File: config.mk
export PLATFORM = sky130hd
export DESIGN_NAME = sbus_channel_decoder_top
export DESIGN_NICKNAME = d
export VERILOG_FILES = /design/src/hw/rtl/scd_pkg.sv /design/src/hw/rtl/scd_frame_collect.sv /design/src/hw/rtl/scd_channel_drain.sv /design/src/hw/rtl/sbus_channel_decoder_top.sv
export VERILOG_INCLUDE_DIRS = /design/src /design/src/hw/rtl
export SDC_FILE = /design/constraint.sdc
export NUM_CORES = 1
export LEC_CHECK = 0
export BUFFER_PORTS_ARGS = -buffer_cell sky130_fd_sc_hd__clkbuf_2
export CORE_MARGIN = 2
export CORE_UTILIZATION = 30
export CTS_BUF_LIST = sky130_fd_sc_hd__clkbuf_4 sky130_fd_sc_hd__clkbuf_8 sky130_fd_sc_hd__clkbuf_16
export DETAILED_ROUTE_END_ITERATION = 10
export SLEW_MARGIN = 20
export SYNTH_ARGS = -nofsm -noshare
export SYNTH_HDL_FRONTEND = slang
export SYNTH_HIERARCHICAL = 1
export SYNTH_SLANG_ARGS = --single-unit
File: constraint.sdc
create_clock -name clk -period 31.3 [get_ports clk]
set_input_delay 9.39 -clock clk [delete_from_list [all_inputs] [get_ports clk]]
set_output_delay 9.39 -clock clk [all_outputs]
set_load 0.02 [all_outputs]
File: src/hw/rtl/sbus_channel_decoder_top_macros.svh
// ----------------------------------------------------------------------------
// SBUS channel decoder assertion macros
// Shared concurrent assertion forms for the decoder modules.
// ----------------------------------------------------------------------------
`ifndef SBUS_CHANNEL_DECODER_TOP_MACROS_SVH
`define SBUS_CHANNEL_DECODER_TOP_MACROS_SVH

// Same-cycle implication, disabled while reset is asserted.
`define SCD_ASSERT_NOW(label, clk, rst_n, ante, cons) \
  label: assert property (@(posedge clk) disable iff (!rst_n) (ante) |-> (cons)) \
    else $error("sbus decoder check failed");

// Next-cycle implication, disabled while reset is asserted.
`define SCD_ASSERT_NEXT(label, clk, rst_n, ante, cons) \
  label: assert property (@(posedge clk) disable iff (!rst_n) (ante) |=> (cons)) \
    else $error("sbus decoder check failed");

`endif

File: src/hw/rtl/scd_pkg.sv
// ----------------------------------------------------------------------------
// SBUS channel decoder package
// Constants, register codes and shared types of the decoder.
// ----------------------------------------------------------------------------
package scd_pkg;

  localparam int NUM_CHANNELS = 16;
  localparam int FRAME_LEN    = 25;
  localparam int STORE_DEPTH  = FRAME_LEN - 1;
  localparam int DATA_BYTES   = 22;
  localparam int CHAN_W       = 11;
  localparam int CHAN_BITS    = NUM_CHANNELS * CHAN_W;
  localparam int POS_W        = 5;
  localparam int IDX_W        = 4;
  localparam int VAL_W        = 12;
  localparam int SUM_W        = 16;
  localparam int CFG_IDX_W    = 2;

  localparam logic [POS_W-1:0] LAST_POS  = POS_W'(FRAME_LEN - 1);
  localparam logic [POS_W-1:0] IDLE_POS  = POS_W'(FRAME_LEN);
  localparam logic [IDX_W-1:0] LAST_CHAN = IDX_W'(NUM_CHANNELS - 1);

  localparam logic [7:0] HEADER_BYTE = 8'h0F;
  localparam logic [7:0] END_BYTE    = 8'h00;

  localparam logic [VAL_W-1:0] OFFSET_RST     = 12'd0;
  localparam logic [VAL_W-1:0] CLAMP_LOW_RST  = 12'd1000;
  localparam logic [VAL_W-1:0] CLAMP_HIGH_RST = 12'd2000;

  typedef enum logic [CFG_IDX_W-1:0] {
    REG_CHANNEL_OFFSET = 2'd0,
    REG_CLAMP_LOW      = 2'd1,
    REG_CLAMP_HIGH     = 2'd2
  } cfg_reg_t;

  typedef struct packed {
    logic [VAL_W-1:0] channel_offset;
    logic [VAL_W-1:0] clamp_low;
    logic [VAL_W-1:0] clamp_high;
  } trim_cfg_t;

  typedef struct packed {
    logic                 valid;
    logic                 ok;
    logic [CHAN_BITS-1:0] data;
  } frame_t;

endpackage

File: src/hw/rtl/scd_frame_collect.sv
// ----------------------------------------------------------------------------
// SBUS frame collector
// Stores received bytes by position and hands a finished frame to the drain.
// ----------------------------------------------------------------------------
module scd_frame_collect import scd_pkg::*; (
  input  logic       clk,
  input  logic       rst_n,
  input  logic       in_valid,
  output logic       in_ready,
  input  logic [7:0] in_rx_byte,
  input  logic       in_frame_start,
  input  logic       drain_busy,
  output frame_t     frame_o
);

  logic [POS_W-1:0]       pos_r;
  logic [POS_W-1:0]       pos_nxt;
  logic [7:0]             store_r [STORE_DEPTH];
  logic                   accept;
  logic                   wr_en;
  logic [POS_W-1:0]       wr_idx;
  logic [DATA_BYTES*8-1:0] bytes_v;

  assign in_ready = !(drain_busy && (pos_r == LAST_POS));
  assign accept   = in_valid && in_ready;

  always_comb begin
    pos_nxt = pos_r;
    wr_en   = 1'b0;
    wr_idx  = pos_r;
    if (accept) begin
      if (in_frame_start) begin
        pos_nxt = POS_W'(1);
        wr_en   = 1'b1;
        wr_idx  = '0;
      end else if (pos_r < IDLE_POS) begin
        pos_nxt = pos_r + POS_W'(1);
        wr_en   = (pos_r < LAST_POS);
      end
    end
  end

  always_comb begin
    for (int i = 0; i < DATA_BYTES; i++) begin
      bytes_v[i*8 +: 8] = store_r[i+1];
    end
  end

  always_comb begin
    frame_o.valid = accept && !in_frame_start && (pos_r == LAST_POS);
    frame_o.ok    = (store_r[0] == HEADER_BYTE) && (in_rx_byte == END_BYTE);
    frame_o.data  = bytes_v[CHAN_BITS-1:0];
  end

  always_ff @(posedge clk) begin
    if (!rst_n) begin
      pos_r <= IDLE_POS;
    end else begin
      pos_r <= pos_nxt;
    end
  end

  always_ff @(posedge clk) begin
    if (wr_en) begin
      store_r[wr_idx] <= in_rx_byte;
    end
  end

endmodule

File: src/hw/rtl/scd_channel_drain.sv
// ----------------------------------------------------------------------------
// SBUS channel drain
// Unpacks one channel per cycle unless stalled; trims, clamps and registers it.
// ----------------------------------------------------------------------------
`include "sbus_channel_decoder_top_macros.svh"

module scd_channel_drain import scd_pkg::*; (
  input  logic             clk,
  input  logic             rst_n,
  input  frame_t           frame_i,
  input  trim_cfg_t        cfg_i,
  output logic             busy,
  output logic             out_valid,
  input  logic             out_ready,
  output logic [IDX_W-1:0] out_channel_index,
  output logic [VAL_W-1:0] out_channel_value,
  output logic             out_frame_ok,
  output logic             out_last_channel
);

  logic [CHAN_BITS-1:0] buf_r;
  logic                 ok_r;
  logic                 busy_r;
  logic [IDX_W-1:0]     cnt_r;
  logic                 out_valid_r;
  logic [IDX_W-1:0]     idx_r;
  logic [VAL_W-1:0]     val_r;
  logic                 fok_r;
  logic                 last_r;
  logic                 advance;
  logic [CHAN_W-1:0]    raw;
  logic [SUM_W-1:0]     sum;
  logic [VAL_W-1:0]     val_nxt;

  assign advance = busy_r && (!out_valid_r || out_ready);

  always_comb begin
    raw = '0;
    for (int k = 0; k < NUM_CHANNELS; k++) begin
      if (cnt_r == IDX_W'(k)) begin
        raw = buf_r[k*CHAN_W +: CHAN_W];
      end
    end
    if (!ok_r) begin
      raw = '0;
    end
  end

  always_comb begin
    sum = {{(SUM_W-CHAN_W){1'b0}}, raw} +
          {{(SUM_W-VAL_W){cfg_i.channel_offset[VAL_W-1]}}, cfg_i.channel_offset};
    if (sum < {{(SUM_W-VAL_W){1'b0}}, cfg_i.clamp_low}) begin
      val_nxt = cfg_i.clamp_low;
    end else if (sum > {{(SUM_W-VAL_W){1'b0}}, cfg_i.clamp_high}) begin
      val_nxt = cfg_i.clamp_high;
    end else begin
      val_nxt = sum[VAL_W-1:0];
    end
  end

  always_ff @(posedge clk) begin
    if (!rst_n) begin
      busy_r      <= 1'b0;
      cnt_r       <= '0;
      out_valid_r <= 1'b0;
    end else begin
      if (frame_i.valid) begin
        busy_r <= 1'b1;
        cnt_r  <= '0;
      end else if (advance) begin
        cnt_r <= cnt_r + IDX_W'(1);
        if (cnt_r == LAST_CHAN) begin
          busy_r <= 1'b0;
        end
      end
      if (advance) begin
        out_valid_r <= 1'b1;
      end else if (out_ready) begin
        out_valid_r <= 1'b0;
      end
    end
  end

  always_ff @(posedge clk) begin
    if (frame_i.valid) begin
      buf_r <= frame_i.data;
      ok_r  <= frame_i.ok;
    end
    if (advance) begin
      idx_r  <= cnt_r;
      val_r  <= val_nxt;
      fok_r  <= ok_r;
      last_r <= (cnt_r == LAST_CHAN);
    end
  end

  assign busy              = busy_r;
  assign out_valid         = out_valid_r;
  assign out_channel_index = idx_r;
  assign out_channel_value = val_r;
  assign out_frame_ok      = fok_r;
  assign out_last_channel  = last_r;

  `SCD_ASSERT_NOW(a_load_when_idle, clk, rst_n, frame_i.valid, !busy_r)
  `SCD_ASSERT_NEXT(a_burst_ends, clk, rst_n, advance && (cnt_r == LAST_CHAN), !busy_r && last_r)
  `SCD_ASSERT_NEXT(a_advance_shows, clk, rst_n, advance, out_valid_r && (idx_r == $past(cnt_r)))

endmodule

File: src/hw/rtl/sbus_channel_decoder_top.sv
// Byte 24 completes a frame and hands it to the drain, which registers its 16 channel results.
// Throughput: one byte per cycle while in_ready; 16 results, one per cycle while out_ready.
// Byte 24 of a frame is held off while the previous frame's results are still in the drain.
// Reset is synchronous, active low; it clears the byte position to waiting-for-start,
// empties the drain and output register, and restores offset 0 and limits 1000 and 2000.
// ----------------------------------------------------------------------------
// SBUS channel decoder top level
// Configuration registers, frame collector and channel drain.
// ----------------------------------------------------------------------------
module sbus_channel_decoder_top import scd_pkg::*; (
  input  logic                 clk,
  input  logic                 rst_n,
  input  logic                 in_valid,
  output logic                 in_ready,
  input  logic [7:0]           in_rx_byte,
  input  logic                 in_frame_start,
  output logic                 out_valid,
  input  logic                 out_ready,
  output logic [IDX_W-1:0]     out_channel_index,
  output logic [VAL_W-1:0]     out_channel_value,
  output logic                 out_frame_ok,
  output logic                 out_last_channel,
  input  logic                 cfg_valid,
  output logic                 cfg_ready,
  input  logic [CFG_IDX_W-1:0] cfg_index,
  input  logic [VAL_W-1:0]     cfg_data
);

  trim_cfg_t cfg_r;
  frame_t    frame;
  logic      drain_busy;

  assign cfg_ready = 1'b1;

  always_ff @(posedge clk) begin
    if (!rst_n) begin
      cfg_r.channel_offset <= OFFSET_RST;
      cfg_r.clamp_low      <= CLAMP_LOW_RST;
      cfg_r.clamp_high     <= CLAMP_HIGH_RST;
    end else if (cfg_valid && cfg_ready) begin
      case (cfg_reg_t'(cfg_index))
        REG_CHANNEL_OFFSET: cfg_r.channel_offset <= cfg_data;
        REG_CLAMP_LOW:      cfg_r.clamp_low      <= cfg_data;
        REG_CLAMP_HIGH:     cfg_r.clamp_high     <= cfg_data;
        default: begin
        end
      endcase
    end
  end

  scd_frame_collect u_collect (
    .clk            (clk),
    .rst_n          (rst_n),
    .in_valid       (in_valid),
    .in_ready       (in_ready),
    .in_rx_byte     (in_rx_byte),
    .in_frame_start (in_frame_start),
    .drain_busy     (drain_busy),
    .frame_o        (frame)
  );

  scd_channel_drain u_drain (
    .clk               (clk),
    .rst_n             (rst_n),
    .frame_i           (frame),
    .cfg_i             (cfg_r),
    .busy              (drain_busy),
    .out_valid         (out_valid),
    .out_ready         (out_ready),
    .out_channel_index (out_channel_index),
    .out_channel_value (out_channel_value),
    .out_frame_ok      (out_frame_ok),
    .out_last_channel  (out_last_channel)
  );

endmodule

# ---- Word-level counts from Yosys, hierarchy flattened
# Memories as Yosys holds them, arrays and structs flattened. A register that Yosys moved wholly into a read port is not among the register bits.
# Cells that the tools add are included.
dict set report word_totals {
  output_inout_bits 21
  mem_bits_rw 192
  n_memories 1
  latchBits 0
  input_bits 28
  reg_bits 66
  wordCells 96
  rom_bits 0
}
# name depth width rd rd_clocked_by_memory_dff wr line
set memory_table {}
lappend memory_table {u_collect.store_r 24 8 23 22 1 scd_frame_collect.sv:18} ;# logic [7:0] store_r [STORE_DEPTH];
dict set report op_classes {
  reduce_logical 23
  mul 0
  shifts 0
  n_eq_ne 19
  n_mux 33
  order_cmp 4
  add_sub_neg 3
  bitwise_logic 1
  n_div 0
}
# op n
set ops {}
lappend ops {{11-bit 2-to-1 mux} 17}
lappend ops {{4-bit equality test (second input constant)} 8}
lappend ops {{12-bit 2-to-1 mux} 2}
lappend ops {{5-bit 2-to-1 mux} 4}
lappend ops {{4-bit by 3-bit equality test with 1-bit output (second input constant)} 4}
lappend ops {{16-bit by 12-bit > comparator with 1-bit output} 1}
lappend ops {{16-bit by 12-bit less-than comparator with 1-bit output} 1}
lappend ops {{12-bit by 12-bit adder with 13-bit output} 1}
lappend ops {{5-bit less-than comparator (second input constant)} 2}
lappend ops {{1-bit 2-to-1 mux} 10}
lappend ops {{2-bit AND reduction} 5}
lappend ops {{4-bit by 2-bit equality test with 1-bit output (second input constant)} 2}
lappend ops {{8-bit by 4-bit equality test with 1-bit output (second input constant)} 1}
lappend ops {{8-bit logical NOT} 1}
lappend ops {{2-bit nonzero test} 4}
lappend ops {{1-bit logical AND} 6}
lappend ops {{5-bit by 1-bit adder with 5-bit output (second input constant)} 1}
lappend ops {{5-bit equality test (second input constant)} 1}
lappend ops {{4-bit by 1-bit adder with 4-bit output (second input constant)} 1}
lappend ops {{4-bit by 1-bit equality test with 1-bit output (second input constant)} 1}
lappend ops {{4-bit logical NOT} 1}
lappend ops {{1-bit logical NOT} 3}
lappend ops {{2-bit by 1-bit equality test with 1-bit output (second input constant)} 1}
lappend ops {{2-bit equality test (second input constant)} 1}
lappend ops {{4 further kinds} 4}

# ---- Logic depth before layout (Yosys ltp)
# Gate-level depths: netlist (run 1).
dict set report logic_depth {
  ltp_word 22
  ltp_mapped 25
  mapped_depth_nobuf 22
}

# ---- Modules after synthesis
# Netlist (run 1), hierarchy kept.
# module area_per_inst_um2 cells_per_inst seq_area_each_um2 n_inst
set modules_own_cells {}
lappend modules_own_cells {scd_channel_drain 9151.3 692 5975.7 1}
lappend modules_own_cells {scd_frame_collect 6070.8 270 5625.4 1}
lappend modules_own_cells {sbus_channel_decoder_top 1473.9 146 720.7 1}

# ---- Worst setup path before layout (run 1)
# Ideal clock, no wire load.
dict set report synth_path {
  kind {input-to-reg}
  start {input in_frame_start}
  end {register u_drain.cnt_r[0]}
  arrival_ns 27.540
  stages 4
  setup_ns 0.130
  path_buffers 0
  setup_slack_ns 3.630
  t_required_ns 31.170
  path_cell_list {nand3b_1 nor4_1 nand2b_1 nor2_1}
}
# item line
set synth_rtl {}
lappend synth_rtl {{start, declared} sbus_channel_decoder_top.sv:16} ;# input logic in_frame_start,
lappend synth_rtl {{end signal, assigned} scd_channel_drain.sv:71} ;# cnt_r <= cnt_r + IDX_W'(1);
lappend synth_rtl {{end, declared} scd_channel_drain.sv:24} ;# logic [IDX_W-1:0] cnt_r;

==> impl_metrics.toml, run 1 <==
[route]
routed_via_density = 4.827
firstDrtPassIters = 4
antenna_left = 0
num_vias = 9378
drcViolationCount = 0
wire_per_inst_um = 19.66
wirelength_um = 38200
dr.first_iter.drc_count = 872

[cts]
cts_tree = "yes"
post_cts_resized = 0
cts_buffer_depth = 3
cts.sinks = 426
htree_levels = 2
postCtsSetupBuffers = 0
clkTransAtPathRegs_ns = 0.06
numCtsBuffers = 43
hold_buffers = 0
cts_root_buf = "clkbuf_16"
clock_latency_ns = 0.58

[placement]
dp.cells = 1864
dp.final_hpwl_um = 24150
io_buffers = 47
place_area_sq_um = 17670
gp_congestion = 0.8468
place_ws_ns = 19.10

[floorplanning]
start_util_pct = 30.31
ioPinCount = 49
core_region_area_sq_um = 55090
num_rows = 86
fp.dieH_um = 239.9
die_w_um = 239.9
die_area_sq_um = 57560

[power]
ir_drop_uv = 39.82
leakage_nw = 6.461
power_density_nw_per_um2 = 62.03
p_int_mw = 0.9393
pwr-share-seq_pct = 52.5
comb_power_share_pct = 3.0
switching_share_pct = 20.93
clkPwrFrac_pct = 44.5
switchingPower_mw = 0.2486
power_mw = 1.188

[logic_synthesis]
ys_top_cells_by_area = "edfxtp_1, dfxtp_1, ha_1"
synthFlopType = "edfxtp_1"
synth_top_area_share_pct = 68.17
ys_ff_latch = 426
yosysUniqueCellTypes = 65
yosys.area_share.simple_pct = 8.318
synth-warning-count = 6
async_reset_ff_share_pct = 0
synth_edf_count = 379
synth_compound_area_share_pct = 9.487
avgSynthCellArea_sq_um = 15.07
synth_top_area_cell = "edfxtp_1"
synthCells = 1108
yosys.area_share.xor_xnor_pct = 0.5246
ys_seq_area_share_pct = 73.80
synth_fp_nets = 1177
synth-adder-area-share_pct = 3.118
synth_top_family_by_area = "compound AO/OA/AOI/OAI gates"
synth.area.mux_share_pct = 2.106
syn-cell-area_sq_um = 16700

[worst_setup_path]
rrSetupSlack_ns = 24.44
cp-end-kind = "register"
cp.required_ns = 31.75
worstPathArrival_ns = 12.06
slowest_stage = "buf_4"
cp_common_cell = "buf_4"
critPathKind = "in -> reg"
crit_chain = "clkbuf_2, nand3b_1, nor4_2, buf_4, buf_4, nand2b_1, nor2_1"
max_stage_delay_ns = 0.81
crit_path_max_fanout = 75
cp-start-kind = "input pin"

[layout]
antenna_cells = 0
finalInstanceArea_sq_um = 19150
fin_nets = 1230
syn_to_final_growth_pct = 14.70
drive_gt1_share_pct = 12.38
nFillCells = 5309
finalCoreUtilization_pct = 34.76
post_layout_nonfiller_instances = 1943

[sta]
tns_ns = 0
hold_viol = 0
fmax_ghz = 0.08617
setup_viol = 0
hold_slack_ns = 0.4019
tightestPinTransition_ns = 1.112
skew_ns = 0.02715
setup_slack_ns = 19.69
min_period_ns = 11.61
max_slew_margin_pct = 25.89
rsz0062_at_grt = "false"
period_share_pct = 37.08
slew_viol_final = 0

[global_route]
grt_max_degree = 76
track_usage_pct = 13.28
antenna_found_initial = 0
gr-total-overflow = 0
grt_pass1_vias = 9228
grt_pass1_wl_um = 57530

[outcome]
outcome = "complete, no violations"

[hold_path]
hp-class = "reg -> reg"

[flow_run]
max_cap_viol_count = 0
[critical path, delay by kind of cell]
family,cells,cell delay [ns]
AND/OR/NAND/NOR,4,0.85
buffers and inverters,3,1.75
[sequential cells by signal (all words and copies together) (netlist names)]
name                       cells
u_collect/pos_r                5
u_drain/out_channel_index      4
u_drain/out_channel_value     12
u_drain/out_valid              1
u_drain/out_last_channel       1
cfg_r                         36
u_drain/busy                   1
u_collect/store_r            184
u_drain/buf_r                176
u_drain/cnt_r                  4
u_drain/out_frame_ok           1
u_drain/ok_r                   1
[power by group through the flow]
stage / Clock, mW / Combinational (mW) / Sequential (mW)
floorplan: 0 / 0.0206 / 0.636
global placement: 0 / 0.0353 / 0.635
detailed placement: 0 / 0.0359 / 0.635
CTS: 0.542 / 0.0361 / 0.623
global route: 0.564 / 0.0388 / 0.623
finish: 0.529 / 0.0356 / 0.623
[Yosys cell counts, types with 20 or more instances]
cell,number
o211ai_1,23
o221ai_1,30
buf_2,20
a21oi_1,52
edfxtp_1,379
ha_1,40
mux2i_1,34
nor2_1,68
nand2_1,91
dfxtp_1,47
inv_1,40
o21ai_0,41
[layer usage]
layer	vias up	part of all wire, %	GRT usage, %
met3	55	5.6	1.975
met5	-	0	0
met1	4657	46	18.87
li1	4371	-	-
met4	0	2.1	3.670
met2	295	46	21.19
[cell type report]
class                      count  area, sq um  share of cell area [%]
clock buffer                  52         1150                   6.004
clock inverter                27        330.3                   1.725
inverter                      40        150.1                  0.7840
multi-input combinational    592         3945                   20.60
sequential                   426        12320                   64.34
tap                          748        935.9                   4.887
timing repair buffer          58        317.8                   1.659
[cell usage in the layout (no fill, tap or decap), types with 10 or more instances in the layout]
| cell type | count |
|---|---|
| a21oi_1 | 52 |
| a221o_1 | 10 |
| a22oi_1 | 11 |
| a31oi_1 | 13 |
| buf_4 | 11 |
| clkbuf_16 | 43 |
| clkbuf_2 | 47 |
| dfxtp_1 | 47 |
| edfxtp_1 | 379 |
| ha_1 | 40 |
| inv_1 | 40 |
| mux2i_1 | 34 |
| nand2_1 | 91 |
| nand2b_1 | 13 |
| nand3_1 | 13 |
| nand3b_1 | 11 |
| nand4_1 | 14 |
| nor2_1 | 68 |
| nor2b_1 | 18 |
| nor3_1 | 15 |
| o2111ai_1 | 10 |
| o211ai_1 | 23 |
| o21ai_0 | 41 |
| o221ai_1 | 30 |
[logic make-up (layout without fill, tap and decap cells)]
logic type	after synthesis	in the layout
DFF	426	426
and+or+nand+nor	277	277
AOI/OAI and AO/OA	228	228
buffers and inverters	90	177
adders and majority gates	41	41
muxes	35	35
xor gates and xnor gates	10	10
other	1	1
[path summary, 6_finish.rpt]
kind / cells after the start / endpoint / start
setup / recovery: 7 / u_drain/cnt_r[3] / in_frame_start
hold / removal: 0 / u_drain/buf_r[139] / u_collect/store_r[18][3]
setup reg to reg: 21 / u_drain/out_channel_value[0] / u_drain/cnt_r[0]
hold reg to reg: 0 / u_drain/buf_r[139] / u_collect/store_r[18][3]
Note: power is estimated with default switching activity, not from simulation.
==> run 2, diff against run 1 <==
clock period = 11.6 ns   (was 31.3 ns; I/O delays follow)
==> run 2 against run 1 <==
- non-clock buffer count did not move
- critical endpoint is now u_drain/out_channel_value[4]
- clock-buffer cell count grew 4
- first-iteration DRC count grew 19%
- register-to-register slack lost 19 ns
- largest power group unchanged
- highest routed layer unchanged
- global-route usage rose by 0.18 points
==> impl_metrics.toml, run 2 (synthesized netlist as in run 1, its figures left out) <==
[outcome]
outcome = "complete, no violations"

[layout]
regArea_sq_um = 12320
fin_nets = 1229
largest_reg_flops = 184
drive_gt1_share_pct = 12.16
antenna_cells = 0
max_flop_register = "u_collect/store_r"
reg_top3 = "u_collect/store_r x184, u_drain/buf_r x176, cfg_r x36"
final_cell_mix = "edfxtp_1, nand2_1, nor2_1"
nFillCells = 5339
multi_input_area_sq_um = 3956
layout_commonest_cell = "edfxtp_1"
syn_to_final_growth_pct = 14.66

[route]
firstDrtPassIters = 5
routed_via_density = 4.936
wirelength_um = 38940
drcViolationCount = 0
wire_per_inst_um = 20.07
antenna_left = 0
dr.first_iter.drc_count = 1034
num_vias = 9576

[worst_setup_path]
crit_chain = "inv_1, ha_1, and2b_1, a221o_1, a21oi_1, o2111ai_1, o211ai_1, a31oi_1, ha_1, fa_1, a21oi_1, nand4b_1, nand3_2, a21oi_1, nor2_1, ha_1, nand2_1, nor3_1, or4b_1, nand2_1, o21ai_0, o221ai_1"
critPathKind = "reg -> reg"
slowest_stage = "or4b_1"
worstPathArrival_ns = 6.58
cp-start-kind = "register"
max_stage_delay_ns = 0.51
crit_path_max_fanout = 20
cp.required_ns = 11.98
cp-end-kind = "register"

[sta]
tightestPinTransition_ns = 1.077
hold_viol = 0
slew_viol_final = 0
rsz0062_at_grt = "false"
fmax_ghz = 0.1613
tns_ns = 0
skew_ns = 0.02419
max_slew_margin_pct = 27.95
period_share_pct = 53.43
hold_slack_ns = 0.4108
min_period_ns = 6.198
setup_viol = 0

[cts]
cts_buffer_depth = 3
post_cts_resized = 0
cts_tree = "yes"
clkTransAtPathRegs_ns = 0.06
cts_root_buf = "clkbuf_16"
cts.sinks = 426
numCtsBuffers = 42
clock_latency_ns = 0.58
postCtsSetupBuffers = 0
hold_buffers = 0
htree_levels = 2

[placement]
io_buffers = 47
gp_congestion = 0.8849
dp.final_hpwl_um = 24210

[floorplanning]
die_w_um = 239.9
core_region_area_sq_um = 55090
ioPinCount = 49
fp.dieH_um = 239.9
num_rows = 86
die_area_sq_um = 57560
start_util_pct = 30.31

[flow_run]
max_cap_viol_count = 0

[global_route]
antenna_found_initial = 0
grt_pass1_vias = 9122
gr-total-overflow = 0
track_usage_pct = 13.46
grt_pass1_wl_um = 57790
grt_max_degree = 180

[hold_path]
hp-class = "reg -> reg"

[power]
leakage_nw = 6.460
ir_drop_uv = 92.29
power_density_nw_per_um2 = 166.8
==> run 2: metal layers <==
layer  GRT usage (%)  part of all wire [%]  vias to the layer above
li1                -                     -                     4365
met1           18.87                    45                     4806
met2           21.05                    46                      344
met3           2.285                   6.3                       61
met4           4.800                   2.4                        0
met5               0                     0                        -
==> run 2: path summary, 6_finish.rpt <==
kind | start | to | slack, ns | cells past startpoint
max | u_drain/cnt_r[0] | u_drain/out_channel_value[4] | 5.40 | 22
min | u_collect/store_r[8][0] | u_drain/buf_r[56] | 0.41 | 0
max reg2reg | u_drain/cnt_r[0] | u_drain/out_channel_value[4] | 5.40 | 22
min reg2reg | u_collect/store_r[8][0] | u_drain/buf_r[56] | 0.41 | 0
==> run 2: power breakdown <==
part / internal, mW / switching (mW) / total (mW) / leakage [nW]
registers: 1.67 / 0.00896 / 1.68 / 3.80
logic: 0.0285 / 0.0662 / 0.0947 / 1.94
clock network: 0.838 / 0.577 / 1.41 / 0.718
==> run 2: layout make-up <==
class / count / area share, %
Sequential cell: 426 / 64.37
Multi-Input combinational cell: 592 / 20.67
Clock buffer: 56 / 6.196
Tap cell: 748 / 4.889
Timing Repair Buffer: 58 / 1.725
Clock inverter: 20 / 1.373
Inverter: 40 / 0.7843
==> run 2: worst max-delay path: cells and delay by family (launching register included) <==
family / cells / cell delay [ns]
AOI/OAI and AO/OA: 9 / 1.78
adders and majority gates: 4 / 1.44
buffers and inverters: 1 / 0.10
DFF: 1 / 0.45
and+or+nand+nor: 8 / 2.22
==> run 2: stage by stage <==
step	util [%]	cells	area (sq um)	worst slack [ns]	power (mW)
final	34.75	1940	19140	5.402	3.192
after global routing	34.75	1940	19140	4.958	3.296
after CTS	34.75	1940	19140	5.515	3.225
after detailed placement	32.12	1864	17690	5.551	1.810
after global placement	32.11	1864	17690	5.703	1.808
after floorplan	-	1108	16710	1.735	1.769
